**src/design/lsmt_pkg.sv**
```systemverilog
// Shared constants and types for the LCD scanline mode timer.
`timescale 1ns / 1ps

package lsmt_pkg;

	localparam int TICK_W  = 8;
	localparam int DOT_W   = 10;
	localparam int LINE_W  = 8;
	localparam int CMP_W   = 8;
	localparam int IRQEN_W = 4;
	localparam int CFGIDX_W = 2;
	localparam int CFGDAT_W = 8;

	localparam logic [DOT_W-1:0]  DOTS_PER_LINE = DOT_W'(456);
	localparam logic [DOT_W-1:0]  OAM_DOTS      = DOT_W'(80);
	localparam logic [DOT_W-1:0]  XFER_END_DOTS = DOT_W'(252);
	localparam logic [LINE_W-1:0] VBLANK_LINE   = LINE_W'(144);
	localparam logic [LINE_W-1:0] LAST_LINE     = LINE_W'(153);

	typedef enum logic [1:0] {
		MODE_HBLANK = 2'd0,
		MODE_VBLANK = 2'd1,
		MODE_OAM    = 2'd2,
		MODE_XFER   = 2'd3
	} mode_t;

	typedef enum logic [CFGIDX_W-1:0] {
		REG_LCD_ENABLED  = 2'd0,
		REG_LINE_COMPARE = 2'd1,
		REG_IRQ_ENABLES  = 2'd2,
		REG_UNUSED       = 2'd3
	} reg_idx_t;

	// interrupt enable bit positions
	localparam int IRQEN_HBLANK = 0;
	localparam int IRQEN_VBLANK = 1;
	localparam int IRQEN_OAM    = 2;
	localparam int IRQEN_COINC  = 3;

endpackage

```
**src/design/lcd_scanline_mode_timer.sv**
```systemverilog
// LCD scanline mode timer: dot and line counters, mode, coincidence and interrupts.
//
// Usage: each input item on in_valid/in_ready carries tick_cycles, the dot cycles
// elapsed since the previous item. The block classifies the position held before
// the tick (mode, coincidence, status interrupt), then advances the dot counter
// and, at 456 dots, the line counter. One result item per input item appears on
// out_valid/out_ready in the cycle after acceptance, from the output register.
// Throughput is one item per cycle while out_ready is high: the update is two adds
// and a few compares between the state registers, so the next item is taken at once.
// in_ready is high whenever the output register is empty or is being emptied in
// the same cycle; a stalled receiver holds the result and stops intake after one
// item. Configuration writes on cfg_valid (cfg_ready is always high) take effect
// from the next accepted item; write them only while the block is idle.
// Reset clears the counters, mode, coincidence flag, all configuration registers (LCD disabled)
// and empties the output register.
`timescale 1ns / 1ps

module lcd_scanline_mode_timer (
	input  logic                              clk,
	input  logic                              arst_n,
	input  logic                              in_valid,
	output logic                              in_ready,
	input  logic [lsmt_pkg::TICK_W-1:0]       tick_cycles,
	output logic                              out_valid,
	input  logic                              out_ready,
	output logic [lsmt_pkg::LINE_W-1:0]       line,
	output logic [1:0]                        mode,
	output logic                              coincidence,
	output logic                              vblank_irq,
	output logic                              stat_irq,
	output logic                              render_start,
	input  logic                              cfg_valid,
	output logic                              cfg_ready,
	input  logic [lsmt_pkg::CFGIDX_W-1:0]     cfg_index,
	input  logic [lsmt_pkg::CFGDAT_W-1:0]     cfg_data
);

	logic                            lcd_enabled_q;
	logic [lsmt_pkg::CMP_W-1:0]      line_compare_q;
	logic [lsmt_pkg::IRQEN_W-1:0]    irq_en_q;

	logic [lsmt_pkg::DOT_W-1:0]      dot_q;
	logic [lsmt_pkg::LINE_W-1:0]     line_cnt_q;
	lsmt_pkg::mode_t                 mode_q;
	logic                            coinc_q;

	logic                            out_valid_q;
	logic [lsmt_pkg::LINE_W-1:0]     line_q;
	lsmt_pkg::mode_t                 mode_out_q;
	logic                            coinc_out_q;
	logic                            vblank_q;
	logic                            stat_q;
	logic                            render_q;

	logic                            accept;
	lsmt_pkg::mode_t                 mode_cls;
	logic                            mode_irq_en;
	logic                            coinc_hit;
	logic [lsmt_pkg::DOT_W-1:0]      dot_sum;
	logic [lsmt_pkg::LINE_W-1:0]     line_inc;

	logic [lsmt_pkg::DOT_W-1:0]      dot_nxt;
	logic [lsmt_pkg::LINE_W-1:0]     line_nxt;
	lsmt_pkg::mode_t                 mode_nxt;
	logic                            coinc_nxt;
	logic                            vblank_nxt;
	logic                            stat_nxt;
	logic                            render_nxt;

	assign cfg_ready = 1'b1;
	assign in_ready  = !out_valid_q || out_ready;
	assign accept    = in_valid && in_ready;

	always_ff @(posedge clk or negedge arst_n) begin
		if (!arst_n) begin
			lcd_enabled_q  <= 1'b0;
			line_compare_q <= '0;
			irq_en_q       <= '0;
		end else if (cfg_valid) begin
			unique case (lsmt_pkg::reg_idx_t'(cfg_index))
				lsmt_pkg::REG_LCD_ENABLED:  lcd_enabled_q  <= cfg_data[0];
				lsmt_pkg::REG_LINE_COMPARE: line_compare_q <= cfg_data;
				lsmt_pkg::REG_IRQ_ENABLES:  irq_en_q       <= cfg_data[lsmt_pkg::IRQEN_W-1:0];
				default: ;
			endcase
		end
	end

	// classify the position held before the tick
	always_comb begin
		if (line_cnt_q >= lsmt_pkg::VBLANK_LINE)
			mode_cls = lsmt_pkg::MODE_VBLANK;
		else if (dot_q < lsmt_pkg::OAM_DOTS)
			mode_cls = lsmt_pkg::MODE_OAM;
		else if (dot_q < lsmt_pkg::XFER_END_DOTS)
			mode_cls = lsmt_pkg::MODE_XFER;
		else
			mode_cls = lsmt_pkg::MODE_HBLANK;
	end

	always_comb begin
		unique case (mode_cls)
			lsmt_pkg::MODE_HBLANK: mode_irq_en = irq_en_q[lsmt_pkg::IRQEN_HBLANK];
			lsmt_pkg::MODE_VBLANK: mode_irq_en = irq_en_q[lsmt_pkg::IRQEN_VBLANK];
			lsmt_pkg::MODE_OAM:    mode_irq_en = irq_en_q[lsmt_pkg::IRQEN_OAM];
			default:               mode_irq_en = 1'b0;
		endcase
	end

	assign coinc_hit = (line_cnt_q == line_compare_q);
	// dot counter stays below 456, so 455 + 255 fits in ten bits
	assign dot_sum   = dot_q + lsmt_pkg::DOT_W'(tick_cycles);
	assign line_inc  = line_cnt_q + 1'b1;

	always_comb begin
		dot_nxt    = dot_sum;
		line_nxt   = line_cnt_q;
		mode_nxt   = mode_cls;
		coinc_nxt  = coinc_hit;
		vblank_nxt = 1'b0;
		render_nxt = 1'b0;
		stat_nxt   = ((mode_cls != mode_q) && mode_irq_en) ||
			(coinc_hit && irq_en_q[lsmt_pkg::IRQEN_COINC]);
		if (dot_sum >= lsmt_pkg::DOTS_PER_LINE) begin
			dot_nxt = '0;
			if (line_inc == lsmt_pkg::VBLANK_LINE) begin
				line_nxt   = line_inc;
				vblank_nxt = 1'b1;
			end else if (line_inc > lsmt_pkg::LAST_LINE) begin
				line_nxt = '0;
			end else begin
				line_nxt   = line_inc;
				render_nxt = (line_inc < lsmt_pkg::VBLANK_LINE);
			end
		end
		if (!lcd_enabled_q) begin
			dot_nxt    = '0;
			line_nxt   = '0;
			mode_nxt   = lsmt_pkg::MODE_VBLANK;
			coinc_nxt  = coinc_q;
			vblank_nxt = 1'b0;
			stat_nxt   = 1'b0;
			render_nxt = 1'b0;
		end
	end

	always_ff @(posedge clk or negedge arst_n) begin
		if (!arst_n) begin
			dot_q      <= '0;
			line_cnt_q <= '0;
			mode_q     <= lsmt_pkg::MODE_HBLANK;
			coinc_q    <= 1'b0;
		end else if (accept) begin
			dot_q      <= dot_nxt;
			line_cnt_q <= line_nxt;
			mode_q     <= mode_nxt;
			coinc_q    <= coinc_nxt;
		end
	end

	always_ff @(posedge clk or negedge arst_n) begin
		if (!arst_n) begin
			out_valid_q <= 1'b0;
		end else if (accept) begin
			out_valid_q <= 1'b1;
		end else if (out_ready) begin
			out_valid_q <= 1'b0;
		end
	end

	always_ff @(posedge clk) begin
		if (accept) begin
			line_q      <= line_nxt;
			mode_out_q  <= mode_nxt;
			coinc_out_q <= coinc_nxt;
			vblank_q    <= vblank_nxt;
			stat_q      <= stat_nxt;
			render_q    <= render_nxt;
		end
	end

	assign out_valid    = out_valid_q;
	assign line         = line_q;
	assign mode         = mode_out_q;
	assign coincidence  = coinc_out_q;
	assign vblank_irq   = vblank_q;
	assign stat_irq     = stat_q;
	assign render_start = render_q;

	a_dot_range: assert property (@(posedge clk) disable iff (!arst_n)
		dot_q < lsmt_pkg::DOTS_PER_LINE)
		else $error("dot counter beyond line length");

	a_line_range: assert property (@(posedge clk) disable iff (!arst_n)
		line_cnt_q <= lsmt_pkg::LAST_LINE)
		else $error("line counter beyond last line");

	a_vblank_line: assert property (@(posedge clk) disable iff (!arst_n)
		(out_valid_q && vblank_q) |-> (line_q == lsmt_pkg::VBLANK_LINE && !render_q))
		else $error("vblank pulse away from line 144");

	a_render_line: assert property (@(posedge clk) disable iff (!arst_n)
		(out_valid_q && render_q) |-> (line_q != '0 && line_q < lsmt_pkg::VBLANK_LINE))
		else $error("render start outside visible lines");

	a_stall_holds: assert property (@(posedge clk) disable iff (!arst_n)
		(out_valid_q && !out_ready) |=> (out_valid_q && $stable(line_q) && $stable(stat_q)))
		else $error("result lost while receiver stalled");

	a_disabled_idle: assert property (@(posedge clk) disable iff (!arst_n)
		(accept && !lcd_enabled_q) |=> (line_cnt_q == '0 && dot_q == '0 &&
			mode_q == lsmt_pkg::MODE_VBLANK))
		else $error("counters not held while display disabled");

endmodule

```
**config.mk**
```make
export PLATFORM = sky130hd
export DESIGN_NAME = lcd_scanline_mode_timer
export DESIGN_NICKNAME = d
export VERILOG_FILES = /design/src/design/lsmt_pkg.sv /design/src/design/lcd_scanline_mode_timer.sv
export SDC_FILE = /design/constraint.sdc
export NUM_CORES = 1
export LEC_CHECK = 0
export BUFFER_PORTS_ARGS = -buffer_cell sky130_fd_sc_hd__buf_2
export CORE_ASPECT_RATIO = 1.2
export CORE_MARGIN = 4
export CORE_UTILIZATION = 62
export CTS_CLUSTER_SIZE = 20
export DETAILED_ROUTE_END_ITERATION = 10
export GPL_TIMING_DRIVEN = 1
export PLACE_DENSITY = 0.86
export SLEW_MARGIN = 5
export SYNTH_ARGS = -nofsm -noshare
export SYNTH_HDL_FRONTEND = slang
export SYNTH_SLANG_ARGS = --single-unit
```
**constraint.sdc**
```tcl
create_clock -name clk -period 6.1 [get_ports clk]
set_clock_uncertainty 0.2 [all_clocks]
set_input_delay 0.61 -clock clk [delete_from_list [all_inputs] [get_ports clk]]
set_output_delay 0.61 -clock clk [all_outputs]
set_load 0.02 [all_outputs]
```
==> metrics.txt <==
most frequent CP cell nand2_1; Slowest Stage Delay on Critical Path about 0.42 ns; clock latency at the later pin of the worst-skew pair just over 0.3 ns; starting density of the core roughly 64%; gpl congestion 0.964; launch point of the worst path tick_cycles[0]; Area growth, synth to finish 11.6%; multi-input logic area 1550 µm²; crit-path max FO 12; FFs w/ async S/R, synth a little under three quarters; Final Max Tran Viols 0; Row Count 27; Leakage Power ~1.3 nW; met1 Use GR between 30% and 40%; Synth area leaders dfrtp_1 (30%), edfxtp_1 (14%), mux2_2 (5.7%), nand2_1 (5.6%), ha_1 (4.7%); total number of vias approximately 2500; Final Hold Violating Endpoints 0; Synth top area share between 20% and 30%; Setup Fix Bufs, Post-CTS 0; pin count of the biggest net entering global routing 36; Worst EP required 6.01 ns; Worst-path clk slew 0.09 ns; Cell variety after synth 56; Yosys reg bits 49; H-Tree Depth 2; slew margin rel. about 38%; Seq/Total Area, Yosys 44.0%; layout cells sized above 1 21.5%; post-synthesis cell type with the largest combined area dfrtp_1; Ys Warns 0; NumNets Final 369; Crit Path Class primary input to flip-flop; Critical Path End Type flip-flop; reg-to-reg startpoint dot_q[0]$_DFFE_PN0P_; Arr. time, crit path 3.46 ns; Cell Area, Synth 2940 µm²; CP delay by family, top simple AND/OR/NAND/NOR gates; TritonCTS clock tree built; clk sinks between 40 and 50; final antenna-violating net count 0; RSZ-0062 raised after global routing no; Max Clk Rate 0.281 GHz; GRT Residual Overflow 0; io pins 40; CTS hold repair buffers 0; final WL 6770 µm; setup_tns 0 ns; dpl hpwl ~4900 µm; area occupied by registers around 1300 µm²; filler instances 377; status completed; M3 GR Usage 3.86%; Total GRT Usage 24.3%; vias per inst 6.33; Synth Instances 303; final setup vio count 0; slowest CP cell fa_1; ys flop type dfrtp_1; Mapped Nets 338; non-filler instance count after layout 393; die width roughly 70 µm; PwrDens 362 nW/µm²; Buf/Inv on CP 1; First-pass DRT Iterations 5; fin crit share 58.3%; maximum vdd drop 0.000302 V; initial antenna violation count 0; drt drc 0; Final min period 3.55 ns; Post-synth EDFFs 14; Initial DRC Count 357; vias in the first global route 2441; die area 5920 µm²; Hold Crit Class primary input to async pin; post-cts repair resize count 0; startpoint types primary input; mean post-synth cell area 9.72 µm²; PortBufs 38; diode count 0; CP cell instances buf_2 -> ha_1 -> fa_1 -> a21oi_1 -> o22ai_1 -> o41ai_2 -> nand2_1 -> a211oi_4 -> or2_1 -> nand2_1 -> nor4_1; met2 global-route usage about two fifths; GRT busiest layer met2; CTS Root Cell clkbuf_8; first-pass GRT wire length around 12000 µm; chip height 83.5 µm; Max-Cap Viols 0; Slew @ Worst Pin 0.929 ns; core area 4590 µm²; CTS Buf Count 5; placed cells ~390; Max Buffers Root-to-Sink 2; Routed WL per cell 17.2 µm; Core Util, Final 71.5%
[layout by cell type, fill, tap and decap left out, types with 2 or more instances in the layout]
cell type,count
a32oi_1,2
o31ai_1,7
a22o_1,2
o41ai_2,2
o221ai_1,2
o22ai_1,9
nand2b_1,5
nor2b_1,2
xor2_1,3
nand3_1,12
ha_1,11
buf_2,38
or2_1,2
edfxtp_1,14
a21oi_1,9
clkbuf_8,5
nor2_1,24
o2bb2ai_1,2
nand4_1,3
nor3_1,4
o211ai_1,6
nor3b_1,2
nand2_1,44
nand3b_1,3
inv_1,10
xnor2_1,15
o21ai_0,13
nor4_1,2
dfrtp_1,35
a211oi_1,2
mux2_2,15
a32o_1,3
[per-layer routing]
| metal | wire, µm | vias to the layer above | part of all wire (%) |
|---|---|---|---|
| met3 | 442 | 29 | 6.5 |
| met5 | 0 | - | 0 |
| met2 | 3400 | 111 | 50 |
| li1 | - | 1163 | - |
| met4 | 221 | 0 | 3.3 |
| met1 | 2710 | 1184 | 40 |
[sequential cells by signal, indices dropped and copies added, names as in the netlist, 2 cells and up]
register / cells
mode: 2
dot_q: 10
mode_q: 2
irq_en_q: 4
line_compare_q: 8
line: 8
line_cnt_q: 8
[report_power, final]
group | internal (mW) | switching, mW
Clock | 0.149 | 0.114
Sequential | 0.403 | 0.0733
Combinational | 0.185 | 0.264
[cell usage after synthesis, types with 3 or more instances]
cell type	n
a21oi_1	9
clkbuf_1	13
o22ai_1	9
xnor2_1	15
nand4_1	3
inv_1	10
a32o_1	3
o31ai_1	7
nor3_1	4
nand3_1	12
o21ai_0	13
mux2_2	15
dfrtp_1	35
ha_1	11
nand3b_1	3
nor2_1	24
o211ai_1	6
xor2_1	3
nand2_1	44
edfxtp_1	14
nand2b_1	5
[metrics by stage]
step	hold WS (ns)	instance area, µm²	worst slack, ns	power, mW
final	0.172	3290	2.55	1.19
after global routing	0.233	3290	2.22	1.27
after CTS	0.202	3290	2.59	1.19
after detailed placement	0.280	3150	2.25	0.924
after global placement	0.269	3150	2.49	0.904
after floorplan	0.114	2940	2.76	0.822
[worst paths after layout]
check / end / slack (ns) / cells after the start
worst max register to register: vblank_irq$_SDFFCE_PN0P_ / 2.55 / 10
max in group asynchronous: line_cnt_q[6]$_DFFE_PN0P_ / 5.01 / 1
worst max-delay path: vblank_irq$_SDFFCE_PN0P_ / 2.55 / 11
worst min-delay path: out_valid$_DFFE_PN0P_ / 0.17 / 1
min in group clk: out_valid$_DFFE_PN0P_ / 0.30 / 2
worst min register to register: dot_q[0]$_DFFE_PN0P_ / 0.30 / 2
[area by class of cell]
class / instances / area share (%)
multi-input combinational: 229 / 47.1
timing repair buffer: 39 / 6.02
tap: 58 / 2.21
clock buffer: 6 / 2.86
sequential: 49 / 39.5
inverter: 10 / 1.14
clock inverter: 2 / 1.18
[logic make-up (layout without fill, tap and decap cells)]
kind of cell | after synthesis | in the layout | share of synthesized area [%]
xor gates and xnor gates | 18 | 18 | 5.36
adders and majority gates | 12 | 12 | 5.35
AOI/OAI and AO/OA | 74 | 74 | 18.9
muxes | 15 | 15 | 5.74
and+or+nand+nor | 109 | 109 | 17.2
buffers and inverters | 25 | 57 | 3.36
other | 1 | 1 | 0.127
DFF | 49 | 49 | 44.0
No activity file was read; power rests on OpenSTA's default activity.
